## config.mk

```make
export PLATFORM = sky130hd
export DESIGN_NAME = rational_arith_reduce
export DESIGN_NICKNAME = d
export VERILOG_FILES = /design/src/hdl/rar_pkg.sv /design/src/hdl/rational_arith_reduce.sv /design/src/hdl/rar_datapath.sv /design/src/hdl/rar_ctrl.sv
export SDC_FILE = /design/constraint.sdc
export NUM_CORES = 2
export LEC_CHECK = 0
export ABC_AREA = 1
export BUFFER_PORTS_ARGS = -buffer_cell sky130_fd_sc_hd__buf_2
export CELL_PAD_IN_SITES_DETAIL_PLACEMENT = 0
export CELL_PAD_IN_SITES_GLOBAL_PLACEMENT = 1
export CORE_MARGIN = 2
export CORE_UTILIZATION = 40
export DETAILED_ROUTE_END_ITERATION = 8
export GPL_TIMING_DRIVEN = 0
export PLACE_DENSITY_LB_ADDON = 0.1
export SLEW_MARGIN = 5
export SYNTH_ARGS = -nofsm -noshare
export SYNTH_HDL_FRONTEND = slang
export SYNTH_SLANG_ARGS = --single-unit
```

## constraint.sdc

```tcl
create_clock -name aclk -period 7.1 [get_ports aclk]
set_input_delay 0.355 -clock aclk [delete_from_list [all_inputs] [get_ports aclk]]
set_output_delay 0.355 -clock aclk [all_outputs]
set_load 0.02 [all_outputs]
```

## src/hdl/rar_pkg.sv

```systemverilog
// Shared types, widths and command codes for the rational arithmetic reducer.
`timescale 1ns / 1ps

package rar_pkg;

    localparam int OPERAND_WIDTH_DEF = 16;
    localparam int CMD_W             = 2;
    localparam int RAW_NUM_W         = 33;
    localparam int RAW_DEN_W         = 32;
    localparam int RED_NUM_W         = 33;
    localparam int RED_DEN_W         = 32;
    localparam int EXT_W             = 64;
    localparam int OUT_DATA_BITS     = RAW_NUM_W + RAW_DEN_W + RED_NUM_W + RED_DEN_W;
    localparam int OUT_TDATA_W       = ((OUT_DATA_BITS + 7) / 8) * 8;

    typedef enum logic [1:0] {
        OP_ADD,
        OP_SUB,
        OP_MUL,
        OP_DIV
    } op_t;

    // Operand pair routed to the shared multiplier
    typedef enum logic [1:0] {
        MSEL_NONE,
        MSEL_NUM,
        MSEL_CROSS,
        MSEL_DEN
    } msel_t;

    typedef enum logic [3:0] {
        ST_IDLE,
        ST_MUL_NUM,
        ST_MUL_CROSS,
        ST_MUL_DEN,
        ST_SUM,
        ST_PREP,
        ST_GCD,
        ST_DIV,
        ST_FINISH
    } state_t;

    typedef struct packed {
        logic  load;
        msel_t msel;
        logic  sum;
        logic  prep;
        logic  gcd_step;
        logic  div_init;
        logic  div_step;
        logic  out_load;
    } dp_cmd_t;

    typedef struct packed {
        logic den_zero;
        logic gcd_done;
    } dp_stat_t;

endpackage

```

## src/hdl/rational_arith_reduce.sv

```systemverilog
// Top level of the rational fraction arithmetic unit with GCD reduction.
`timescale 1ns / 1ps

// Channel   Direction  Contents (tdata from bit 0 up)                 tuser
// s_        in         cmd, a_num, a_den, b_num, b_den, zero pad      -
// m_        out        raw_num, raw_den, red_num, red_den, zero pad   zero_den_err
//
// One transaction at a time. With W = OPERAND_WIDTH and M = 2*W+1, a transaction
// passes through the three products, the sum and the magnitude step, the binary
// GCD loop, the restoring divider with its M quotient bits, and the load of the
// output register. A zero raw denominator skips the GCD and divider.
// The output register holds a result until m_tready; a new input is taken once
// the previous result has been loaded there. aresetn is synchronous, active low.

module rational_arith_reduce #(
    parameter int OPERAND_WIDTH = rar_pkg::OPERAND_WIDTH_DEF
) (
    input  logic aclk,
    input  logic aresetn,
    // cmd, a_num, a_den, b_num, b_den, zero pad
    input  logic [((rar_pkg::CMD_W + 4 * OPERAND_WIDTH + 7) / 8) * 8 - 1:0] s_tdata,
    input  logic s_tvalid,
    output logic s_tready,
    // raw_num, raw_den, red_num, red_den, zero pad
    output logic [rar_pkg::OUT_TDATA_W-1:0] m_tdata,
    // zero_den_err
    output logic m_tuser,
    output logic m_tvalid,
    input  logic m_tready
);

    localparam int RED_LSB = rar_pkg::RAW_NUM_W + rar_pkg::RAW_DEN_W;

    rar_pkg::dp_cmd_t  cmd;
    rar_pkg::dp_stat_t stat;

    // Sequencer: walks each transaction through its steps
    rar_ctrl #(
        .OPERAND_WIDTH(OPERAND_WIDTH)
    ) u_ctrl (
        .aclk     (aclk),
        .aresetn  (aresetn),
        .s_tvalid (s_tvalid),
        .s_tready (s_tready),
        .m_tvalid (m_tvalid),
        .m_tready (m_tready),
        .stat     (stat),
        .cmd      (cmd)
    );

    // Arithmetic: one shared multiplier, GCD loop, dividers, output register
    rar_datapath #(
        .OPERAND_WIDTH(OPERAND_WIDTH)
    ) u_datapath (
        .aclk      (aclk),
        .in_tdata  (s_tdata),
        .cmd       (cmd),
        .stat      (stat),
        .out_tdata (m_tdata),
        .out_tuser (m_tuser)
    );

    // A zero denominator result carries zero reduced fields
    assert property (@(posedge aclk) disable iff (!aresetn)
        (m_tvalid && m_tuser) |-> (m_tdata[rar_pkg::OUT_TDATA_W-1:RED_LSB] == '0))
        else $error("reduced fields nonzero on zero-denominator result");

    // Never overwrite a result that has not been taken
    assert property (@(posedge aclk) disable iff (!aresetn)
        cmd.out_load |-> (!m_tvalid || m_tready))
        else $error("output register overwritten while stalled");

    // A result appears only after an output load
    assert property (@(posedge aclk) disable iff (!aresetn)
        $rose(m_tvalid) |-> $past(cmd.out_load))
        else $error("m_tvalid rose without an output load");

    // No input is taken while the GCD or divider is busy
    assert property (@(posedge aclk) disable iff (!aresetn)
        (cmd.gcd_step || cmd.div_step || cmd.div_init) |-> !s_tready)
        else $error("input accepted during reduction");

endmodule

```

## src/hdl/rar_datapath.sv

```systemverilog
// Datapath: shared multiplier, sum, binary GCD and twin restoring dividers.
`timescale 1ns / 1ps

module rar_datapath #(
    parameter int OPERAND_WIDTH = rar_pkg::OPERAND_WIDTH_DEF
) (
    input  logic                                    aclk,
    input  logic [((rar_pkg::CMD_W + 4 * OPERAND_WIDTH + 7) / 8) * 8 - 1:0] in_tdata,
    input  rar_pkg::dp_cmd_t                        cmd,
    output rar_pkg::dp_stat_t                       stat,
    output logic [rar_pkg::OUT_TDATA_W-1:0]         out_tdata,
    output logic                                    out_tuser
);

    localparam int W   = OPERAND_WIDTH;
    localparam int PW  = 2 * W;
    localparam int RNW = 2 * W + 1;
    localparam int MW  = RNW;
    localparam int KW  = $clog2(MW + 1);
    localparam int CW  = rar_pkg::CMD_W;

    rar_pkg::op_t           op_reg;
    logic signed [W-1:0]    an_reg, ad_reg, bn_reg, bd_reg;
    logic signed [PW-1:0]   p_num_reg, p_cross_reg, rd_reg;
    logic signed [RNW-1:0]  rn_reg, rn_next;
    logic [MW-1:0]          mn_reg, md_reg, mn_next, md_next;
    logic                   neg_reg;
    logic [MW-1:0]          u_reg, v_reg, u_next, v_next;
    logic [KW-1:0]          k_reg, k_next;
    logic [MW-1:0]          g_reg;
    logic [MW-1:0]          xn_reg, xd_reg, rem_n_reg, rem_d_reg;
    logic [MW-1:0]          xn_next, xd_next, rem_n_next, rem_d_next;
    logic [rar_pkg::OUT_TDATA_W-1:0] out_tdata_reg, out_tdata_next;
    logic                   out_tuser_reg;

    logic signed [W-1:0]    mx, my;
    logic signed [PW-1:0]   prod;

    // Shared multiplier operand selection
    always_comb begin
        case (cmd.msel)
            rar_pkg::MSEL_NUM: begin
                mx = an_reg;
                my = (op_reg == rar_pkg::OP_MUL) ? bn_reg : bd_reg;
            end
            rar_pkg::MSEL_CROSS: begin
                mx = bn_reg;
                my = ad_reg;
            end
            rar_pkg::MSEL_DEN: begin
                mx = ad_reg;
                my = (op_reg == rar_pkg::OP_DIV) ? bn_reg : bd_reg;
            end
            default: begin
                mx = '0;
                my = '0;
            end
        endcase
    end

    assign prod = PW'(mx) * PW'(my);

    // Raw numerator
    always_comb begin
        case (op_reg)
            rar_pkg::OP_ADD: rn_next = RNW'(p_num_reg) + RNW'(p_cross_reg);
            rar_pkg::OP_SUB: rn_next = RNW'(p_num_reg) - RNW'(p_cross_reg);
            default:         rn_next = RNW'(p_num_reg);
        endcase
    end

    // Magnitudes
    assign mn_next = rn_reg[RNW-1] ? MW'(unsigned'(-rn_reg)) : MW'(unsigned'(rn_reg));
    assign md_next = rd_reg[PW-1]  ? MW'(unsigned'(-rd_reg)) : MW'(unsigned'(rd_reg));

    // Binary GCD step: one halving or subtract-and-halve per cycle
    logic [MW:0] diff_uv, diff_vu;
    assign diff_uv = {1'b0, u_reg} - {1'b0, v_reg};
    assign diff_vu = {1'b0, v_reg} - {1'b0, u_reg};

    always_comb begin
        u_next = u_reg;
        v_next = v_reg;
        k_next = k_reg;
        if (!u_reg[0] && !v_reg[0]) begin
            u_next = u_reg >> 1;
            v_next = v_reg >> 1;
            k_next = KW'(k_reg + 1'b1);
        end else if (!u_reg[0]) begin
            u_next = u_reg >> 1;
        end else if (!v_reg[0]) begin
            v_next = v_reg >> 1;
        end else if (!diff_uv[MW]) begin
            u_next = diff_uv[MW:1];
        end else begin
            v_next = diff_vu[MW:1];
        end
    end

    // Restoring division, one quotient bit per cycle for each of the two values
    logic [MW:0] trial_n, trial_d;
    logic        ge_n, ge_d;
    assign trial_n = {rem_n_reg, xn_reg[MW-1]};
    assign trial_d = {rem_d_reg, xd_reg[MW-1]};
    assign ge_n    = trial_n >= {1'b0, g_reg};
    assign ge_d    = trial_d >= {1'b0, g_reg};
    assign rem_n_next = ge_n ? MW'(trial_n - {1'b0, g_reg}) : MW'(trial_n);
    assign rem_d_next = ge_d ? MW'(trial_d - {1'b0, g_reg}) : MW'(trial_d);
    assign xn_next    = {xn_reg[MW-2:0], ge_n};
    assign xd_next    = {xd_reg[MW-2:0], ge_d};

    // Output formatting: wrap or extend to the fixed result widths
    logic signed [MW:0]            qn_signed;
    logic signed [rar_pkg::EXT_W-1:0] raw_num_ext, raw_den_ext, red_num_ext;
    logic [rar_pkg::EXT_W-1:0]     red_den_ext;
    logic [rar_pkg::RED_NUM_W-1:0] red_num_f;
    logic [rar_pkg::RED_DEN_W-1:0] red_den_f;

    assign qn_signed   = neg_reg ? -signed'({1'b0, xn_reg}) : signed'({1'b0, xn_reg});
    assign raw_num_ext = rar_pkg::EXT_W'(rn_reg);
    assign raw_den_ext = rar_pkg::EXT_W'(rd_reg);
    assign red_num_ext = rar_pkg::EXT_W'(qn_signed);
    assign red_den_ext = rar_pkg::EXT_W'(xd_reg);
    assign red_num_f   = stat.den_zero ? '0 : red_num_ext[rar_pkg::RED_NUM_W-1:0];
    assign red_den_f   = stat.den_zero ? '0 : red_den_ext[rar_pkg::RED_DEN_W-1:0];

    assign out_tdata_next = {
        {(rar_pkg::OUT_TDATA_W - rar_pkg::OUT_DATA_BITS){1'b0}},
        red_den_f,
        red_num_f,
        raw_den_ext[rar_pkg::RAW_DEN_W-1:0],
        raw_num_ext[rar_pkg::RAW_NUM_W-1:0]
    };

    always_ff @(posedge aclk) begin
        if (cmd.load) begin
            op_reg <= rar_pkg::op_t'(in_tdata[CW-1:0]);
            an_reg <= signed'(in_tdata[CW +: W]);
            ad_reg <= signed'(in_tdata[CW + W +: W]);
            bn_reg <= signed'(in_tdata[CW + 2 * W +: W]);
            bd_reg <= signed'(in_tdata[CW + 3 * W +: W]);
        end
        case (cmd.msel)
            rar_pkg::MSEL_NUM:   p_num_reg   <= prod;
            rar_pkg::MSEL_CROSS: p_cross_reg <= prod;
            rar_pkg::MSEL_DEN:   rd_reg      <= prod;
            default: ;
        endcase
        if (cmd.sum) begin
            rn_reg <= rn_next;
        end
        if (cmd.prep) begin
            mn_reg  <= mn_next;
            md_reg  <= md_next;
            neg_reg <= rn_reg[RNW-1] ^ rd_reg[PW-1];
            u_reg   <= mn_next;
            v_reg   <= md_next;
            k_reg   <= '0;
        end else if (cmd.gcd_step) begin
            u_reg <= u_next;
            v_reg <= v_next;
            k_reg <= k_next;
        end
        if (cmd.div_init) begin
            g_reg     <= MW'(v_reg << k_reg);
            xn_reg    <= mn_reg;
            xd_reg    <= md_reg;
            rem_n_reg <= '0;
            rem_d_reg <= '0;
        end else if (cmd.div_step) begin
            xn_reg    <= xn_next;
            xd_reg    <= xd_next;
            rem_n_reg <= rem_n_next;
            rem_d_reg <= rem_d_next;
        end
        if (cmd.out_load) begin
            out_tdata_reg <= out_tdata_next;
            out_tuser_reg <= stat.den_zero;
        end
    end

    assign stat.den_zero = (rd_reg == '0);
    assign stat.gcd_done = (u_reg == '0);
    assign out_tdata     = out_tdata_reg;
    assign out_tuser     = out_tuser_reg;

endmodule

```

## src/hdl/rar_ctrl.sv

```systemverilog
// Controller: sequences multiply, sum, GCD and divide steps and owns the handshakes.
`timescale 1ns / 1ps

module rar_ctrl #(
    parameter int OPERAND_WIDTH = rar_pkg::OPERAND_WIDTH_DEF
) (
    input  logic               aclk,
    input  logic               aresetn,
    input  logic               s_tvalid,
    output logic               s_tready,
    output logic               m_tvalid,
    input  logic               m_tready,
    input  rar_pkg::dp_stat_t  stat,
    output rar_pkg::dp_cmd_t   cmd
);

    localparam int MW = 2 * OPERAND_WIDTH + 1;
    localparam int CW = $clog2(MW);

    rar_pkg::state_t state_reg, state_next;
    logic [CW-1:0]   cnt_reg, cnt_next;
    logic            out_valid_reg, out_valid_next;

    always_ff @(posedge aclk) begin
        if (!aresetn) begin
            state_reg     <= rar_pkg::ST_IDLE;
            cnt_reg       <= '0;
            out_valid_reg <= 1'b0;
        end else begin
            state_reg     <= state_next;
            cnt_reg       <= cnt_next;
            out_valid_reg <= out_valid_next;
        end
    end

    always_comb begin
        state_next = state_reg;
        cnt_next   = cnt_reg;
        cmd        = '0;
        s_tready   = 1'b0;
        case (state_reg)
            rar_pkg::ST_IDLE: begin
                s_tready = 1'b1;
                if (s_tvalid) begin
                    cmd.load   = 1'b1;
                    state_next = rar_pkg::ST_MUL_NUM;
                end
            end
            rar_pkg::ST_MUL_NUM: begin
                cmd.msel   = rar_pkg::MSEL_NUM;
                state_next = rar_pkg::ST_MUL_CROSS;
            end
            rar_pkg::ST_MUL_CROSS: begin
                cmd.msel   = rar_pkg::MSEL_CROSS;
                state_next = rar_pkg::ST_MUL_DEN;
            end
            rar_pkg::ST_MUL_DEN: begin
                cmd.msel   = rar_pkg::MSEL_DEN;
                state_next = rar_pkg::ST_SUM;
            end
            rar_pkg::ST_SUM: begin
                cmd.sum    = 1'b1;
                state_next = rar_pkg::ST_PREP;
            end
            rar_pkg::ST_PREP: begin
                cmd.prep   = 1'b1;
                state_next = stat.den_zero ? rar_pkg::ST_FINISH : rar_pkg::ST_GCD;
            end
            rar_pkg::ST_GCD: begin
                if (stat.gcd_done) begin
                    cmd.div_init = 1'b1;
                    cnt_next     = '0;
                    state_next   = rar_pkg::ST_DIV;
                end else begin
                    cmd.gcd_step = 1'b1;
                end
            end
            rar_pkg::ST_DIV: begin
                cmd.div_step = 1'b1;
                if (cnt_reg == CW'(MW - 1)) begin
                    state_next = rar_pkg::ST_FINISH;
                end else begin
                    cnt_next = CW'(cnt_reg + 1'b1);
                end
            end
            rar_pkg::ST_FINISH: begin
                // hold until the output register is free
                if (!out_valid_reg || m_tready) begin
                    cmd.out_load = 1'b1;
                    state_next   = rar_pkg::ST_IDLE;
                end
            end
            default: begin
                state_next = rar_pkg::ST_IDLE;
            end
        endcase
    end

    always_comb begin
        if (cmd.out_load) begin
            out_valid_next = 1'b1;
        end else if (m_tready) begin
            out_valid_next = 1'b0;
        end else begin
            out_valid_next = out_valid_reg;
        end
    end

    assign m_tvalid = out_valid_reg;

endmodule

```

-- After elaboration in Yosys (flattened, before gate mapping)
Cells that the tools add are included.
- word-level logic and storage cells: 136
- bits in read-only memories: 0
- input bits: 76
- latch bits: 0
- memories: 0
- memory bits (writable): 0
- output and inout bits: 139
- flip-flop bits (word level): 641
- equality and inequality tests: 23
- multiplexer cells: 49
- multipliers: 1
- shift operators: 1
- add/subtract/negate cells: 11
- bitwise gates (word level): 1
- $lt $le $gt $ge: 2
- reductions and logical operators: 20
- divide/modulo/power cells: 0
- operators with widths (kind ; count):
    two-way mux 33 bit ; 20
    one-hot mux 16 bit (3 select lines) ; 2
    >= comparator 34 x 33 -> 1 bit ; 2
    subtractor 33 x 33 -> 34 bit ; 2
    negation 33 bit ; 2
    one-hot mux 33 bit (2 select lines) ; 1
    subtractor 33 bit ; 2
    one-hot mux 4 bit (9 select lines) ; 1
    adder 32 x 32 -> 33 bit ; 1
    logical NOT 33 bit ; 1
    << shifter 33 x 6 -> 33 bit ; 1
    subtractor 32 x 32 -> 33 bit ; 1
    logical NOT 32 bit ; 1
    multiplier 16 x 16 -> 32 bit ; 1
    two-way mux 16 bit ; 2
    two-way mux 32 bit ; 1
    negation 32 bit ; 1
    two-way mux 4 bit ; 5
    == test 4 x 3 -> 1 bit, second input constant ; 4
    adder 6 x 1 -> 6 bit, second input constant ; 2
    two-way mux 1 bit ; 12
    two-way mux 6 bit ; 2
    inequality test 4 bit, second input constant ; 3
    one-hot mux 6 bit (2 select lines) ; 1
    21 further kinds ; 37

-- Depth between registers and ports, before layout
- depth after elaboration: 7
- depth in mapped cells: 33
- mapped depth without buffers: 31

-- Cells and area by module
From an unflattened synthesis, not the netlist that was laid out.
- cell total of the unflattened synthesis: 6755
- area, all modules: 51854.7 um^2
- by module, submodules not included (module ; sequential area each (um^2) ; times used ; cells an instance ; area each (um^2)):
    rar_datapath ; 18167.4 ; 1 ; 6637 ; 51121.5
    rar_ctrl ; 220.2 ; 1 ; 118 ; 733.2

-- Worst setup path after synthesis
No wires, ideal clock.
- path type: reg-to-reg
- start point: register u_ctrl.state_reg[0]
- end point: register u_datapath.p_cross_reg[27], data pin
- path buffers: 2
- stages on the path, launching flop included: 30
- slack: 451 ps
- data arrival time: 6382 ps
- required time: 6833 ps
- clock period less this slack: 6649 ps
- setup time: 267 ps
- path through: dfxtp_1 > inv_1 > nor2_1 > nand2_1 > inv_2 > buf_2 > a21oi_1 > inv_2 > buf_2 > nand2_1 > fa_1 > inv_1 > fa_1 > inv_1 > fa_1 > inv_1 > fa_1 > fa_1 > inv_1 > fa_1 > inv_1 > ha_1 > a21o_1 > a21oi_1 > nand3_1 > a21oi_1 > inv_1 > nand3_1 > nand2_1 > xor2_1
- word-level cells in the longest chain between the ends: 5
- elaborated cells on any way between the ends: 10
- ends and longest elaborated chain (what ; line ; RTL):
    start, declared ; rar_ctrl.sv:20 ; rar_pkg::state_t state_reg, state_next;
    start signal, assigned ; rar_ctrl.sv:26 ; state_reg <= rar_pkg::ST_IDLE;
    start signal, assigned ; rar_ctrl.sv:30 ; state_reg <= state_next;
    == test 4 x 2 -> 1 bit or == test 4 x 1 -> 1 bit (tied branches) ; rar_ctrl.sv:41 ; case (state_reg)
    one-hot mux 2 bit (3 select lines) * ; rar_ctrl.sv:41 ;
    == test 2 bit or == test 2 x 1 -> 1 bit (tied branches) ; rar_datapath.sv:41 ; case (cmd.msel)
    one-hot mux 16 bit (3 select lines) ; rar_datapath.sv:41 ;
    multiplier 16 x 16 -> 32 bit * ; rar_datapath.sv:61 ; assign prod = PW'(mx) * PW'(my);
    named net u_datapath.prod[27] ; rar_datapath.sv:37 ; logic signed [PW-1:0] prod;
    end signal, assigned ; rar_datapath.sv:145 ; rar_pkg::MSEL_CROSS: p_cross_reg <= prod;
    end, declared ; rar_datapath.sv:24 ; logic signed [PW-1:0] p_num_reg, p_cross_reg, rd_reg;
The timed path passes the listed nets; every way through them passes the cells marked *.
A chain may end at the register's enable or synchronous reset.

-- Worst setup path in the final report
- start point: register u_datapath.op_reg[1]
- end point: register u_datapath.p_cross_reg[26], data pin
- word-level cells in the longest chain between the ends: 4
- elaborated cells on any way between the ends: 6
- ends and longest elaborated chain (what ; line ; RTL):
    start, declared ; rar_datapath.sv:22 ; rar_pkg::op_t op_reg;
    start signal, assigned ; rar_datapath.sv:137 ; op_reg <= rar_pkg::op_t'(in_tdata[CW-1:0]);
    == test 2 bit (on tied branches) ; rar_datapath.sv:52, rar_datapath.sv:44 ;
    two-way mux 16 bit (on tied branches) ; rar_datapath.sv:52, rar_datapath.sv:44 ;
    one-hot mux 16 bit (3 select lines) * ; rar_datapath.sv:41 ;
    multiplier 16 x 16 -> 32 bit * ; rar_datapath.sv:61 ;
    named net u_datapath.prod[26] ; rar_datapath.sv:37 ;
Marked as above.

==> results.sh <==
export IMPL_r2r_start="u_datapath.op_reg[1]$_DFFE_PP_"
export IMPL_rows=130
export IMPL_seq_area_frac_synth=0.3611
export IMPL_synth_flop_cell="edfxtp_1"
export IMPL_hold_slack_ns=0.2130
export IMPL_slew_headroom=0.03874
export IMPL_ios=215
export IMPL_grt_max_degree=58
export IMPL_root_buffer="clkbuf_16"
export IMPL_drc=0
export IMPL_power_switching_mw=7.170
export IMPL_dp_hpwl_um=151000
export IMPL_synth_edf_count=557
export IMPL_synth_area_um2=50920
export IMPL_area_growth_pct=16.35
export IMPL_grt_pass1_wl_um=276400
export IMPL_vias=44830
export IMPL_drt_antenna_violating_nets=0
export IMPL_p_sw_frac=0.4171
export IMPL_rsz0062_at_grt="yes"
export IMPL_portBuffers=202
export IMPL_critPathMostFrequentCell="fa_1"
export IMPL_slowest_stage="fa_2"
export IMPL_rr_endpoint="u_datapath.p_cross_reg[26]$_DFFE_PN_"
export IMPL_met2_usage=0.4623
export IMPL_start_util=0.4040
export IMPL_netlist_area_leader_share=0.3285
export IMPL_die_h_um=360.8
export IMPL_setup_viol=0
export IMPL_power_frac_clock=0.240
export IMPL_synth_seq_cells=640
export IMPL_power_leakage_nw=28.30
export IMPL_tritoncts="built"
export IMPL_hold_start="m_tready"
export IMPL_p_per_area_nw_per_um2=290.1
export IMPL_synth_commonest_cells="nand2_1 (1742), inv_1 (1061), nor2_1 (567)"
export IMPL_clock_skew_ns=0.05606
export IMPL_ctsHtreeMaxLevel=3
export IMPL_antenna_found_initial=3
export IMPL_cp_start_kind="register"
export IMPL_fillCellCount=12750
export IMPL_worstHoldPathCells=4
export IMPL_overflow=0
export IMPL_drt_total_wl_um=185700
export IMPL_insertion_delay_ns=0.72
export IMPL_hold_viol=0
export IMPL_period_minus_slack_ns=6.915
export IMPL_gp_routability_congestion=1.008
export IMPL_worst_setup_path_type="reg2reg"
export IMPL_maxCapViolations=0
export IMPL_cts_buffers=79
export IMPL_netlist_instances=6444
export IMPL_final_net_count=7469
export IMPL_gr_max_usage_layer="met2"
export IMPL_irDropWorstVdd_mv=0.4894
export IMPL_tns_ns=0
export IMPL_die_width_um=360.8
export IMPL_route_detailed_vias_per_inst=5.218
export IMPL_min_to="u_ctrl.m_tvalid$_SDFFE_PN0P_"
export IMPL_pre_cts_slack_ns=-1.754
export IMPL_clockBufferDepth=3
export IMPL_grtUsageTotal=0.2836
export IMPL_crit_path_end_kind="register"
export IMPL_grt_pass1_vias=44150
export IMPL_clkTransAtPathRegs_ns=0.06
export IMPL_fmax_mhz=144.6
export IMPL_yosysMostFrequentCell="nand2_1"
export IMPL_drive_gt1_frac=0.1128
export IMPL_outcome="finished clean"
export IMPL_largest_register_ffs=130
export IMPL_cts_sinks=640
export IMPL_core_um2=126100
export IMPL_cp_required_ns=7.56
export IMPL_hold_path_class="in2reg"
export IMPL_avgSynthCellArea_um2=7.903
export IMPL_drt_iter0_markers=3825
export IMPL_reg2regPathDepth=28
export IMPL_synthArstFlopShare=0
export IMPL_ys_top_cells_by_area="edfxtp_1 (33%), nand2_1 (13%), fa_1 (10%), inv_1 (7.8%), ha_1 (6.2%)"
export IMPL_cp_max_fo=10
export IMPL_post_route_util=0.4700
export IMPL_synth_area_leader_cell="edfxtp_1"
export IMPL_cp_slowest_stage_delay_ns=0.69
export IMPL_setup_ws_ns=0.1845
export IMPL_met3_usage=0.03987
export IMPL_internal_power_mw=10.02
export IMPL_rrSetupSlack_ns=0.18
export IMPL_dieArea_um2=130200
export IMPL_firstDrtPassIters=6
export IMPL_p_total_mw=17.19
export IMPL_wl_per_cell_um=21.61
export IMPL_p_seq_frac=0.287
export IMPL_synth_yosys_warnings=0
export IMPL_tightestPinTransition_ns=1.427
export IMPL_cp_data_arrival_time_ns=7.37
export IMPL_slew_violations=0
export IMPL_period_share=0.9740
export IMPL_synth_distinct_cells=68
export IMPL_power_frac_comb=0.472
export IMPL_grt_use_met1=0.3857
[cell type report]
type | instances | area, µm² | share of cell area
multi-input cells | 4514 | 28200 | 0.4760
flip-flops and latches | 640 | 18390 | 0.3104
inverters | 1098 | 4143 | 0.06992
repair buffers | 346 | 2597 | 0.04384
clock buffers | 98 | 2100 | 0.03544
well taps | 1650 | 2064 | 0.03484
plain buffers | 196 | 1215 | 0.02051
clock inverters | 48 | 536.8 | 0.009060
diodes | 1 | 2.502 | 0.00004224
[critical path: cells and delay by family (launching register included)]
kind                       cells  cell delay, ns
AOI/OAI and AO/OA              5            0.81
xor gates and xnor gates       1            0.08
DFF                            1            0.41
buffers and inverters         11            1.36
adders and majority gates      7            3.34
and+or+nand+nor                4            0.61
[metal layers]
metal	share of wire	vias to the layer above
met5	0	-
met4	0.036	0
met3	0.064	272
met2	0.46	1442
met1	0.44	21620
li1	-	21490
[layout by cell type (no fill, tap or decap), drive strengths merged, types with 19 or more instances in the layout]
| master | n |
|---|---|
| o21ai | 356 |
| a31oi | 22 |
| buf | 396 |
| nor3 | 63 |
| nand3 | 298 |
| clkbuf | 175 |
| inv | 1101 |
| xnor2 | 78 |
| nor2 | 587 |
| fa | 267 |
| edfxtp | 557 |
| nand2 | 1772 |
| nor4 | 19 |
| ha | 251 |
| nand4 | 60 |
| dfxtp | 83 |
| o21bai | 27 |
| clkinv | 34 |
| nand3b | 86 |
| xor2 | 134 |
| dlygate4sd3 | 67 |
| or2 | 20 |
| a21oi | 364 |
[through the flow]
| step | std cells | instance area (µm²) |
|---|---|---|
| 3_5_place_dp | 8313 | 54340 |
| 5_1_grt | 8590 | 59250 |
| 4_1_cts | 8566 | 58520 |
| 3_3_place_gp | 8301 | 54020 |
| 2_1_floorplan | 6449 | 50940 |
| 6_report | 8591 | 59250 |
[logic make-up (layout without fill, tap and decap cells)]
logic type,after synthesis,after routing,synth area share
other cells,1,7,0.00007364
fa+ha+maj,518,518,0.1666
flops,640,640,0.3611
compound gates,856,856,0.09265
xor+xnor,212,212,0.03646
buf+inv,1295,1786,0.1011
mux,7,7,0.001376
simple gates,2915,2915,0.2406
[how the worst max path moves through the flow]
stage          slack, ns                              from  cells past startpoint                                       to
6_report            0.18    u_datapath.op_reg[1]$_DFFE_PP_                     28     u_datapath.p_cross_reg[26]$_DFFE_PN_
5_1_grt            -0.06    u_datapath.op_reg[0]$_DFFE_PP_                     29     u_datapath.p_cross_reg[24]$_DFFE_PN_
4_1_cts           0.0004    u_datapath.op_reg[1]$_DFFE_PP_                     30     u_datapath.p_cross_reg[24]$_DFFE_PN_
3_5_place_dp       -1.75    u_datapath.op_reg[1]$_DFFE_PP_                     26       u_datapath.p_num_reg[24]$_DFFE_PN_
3_3_place_gp       -2.28  u_ctrl.state_reg[0]$_SDFFE_PN0P_                      3  u_datapath.out_tdata[118]$_SDFFCE_PP0P_
2_1_floorplan       0.45  u_ctrl.state_reg[0]$_SDFFE_PN0P_                     29     u_datapath.p_cross_reg[27]$_DFFE_PN_
[repair_timing]
action | 4_1_cts | 5_1_grt
cloned | 3 | 1
setup buffers | 37 | 24
gates resized for setup | 118 | 138
endpoints found under the setup margin | 72 | 57
pin swaps | 25 | 44
hold buffers | 67 | 0
endpoints found under the hold margin | 69 | 0
[power by group through the flow]
stage / combinational, mW / clock [mW] / sequential, mW
finish: 8.12 / 4.13 / 4.94
global route: 8.94 / 4.35 / 4.96
CTS: 7.56 / 4.21 / 4.94
detailed placement: 7.00 / 0 / 5.03
global placement: 6.99 / 0 / 5.04
floorplan: 4.51 / 0 / 4.92
Power figures use the tool's default switching activity.
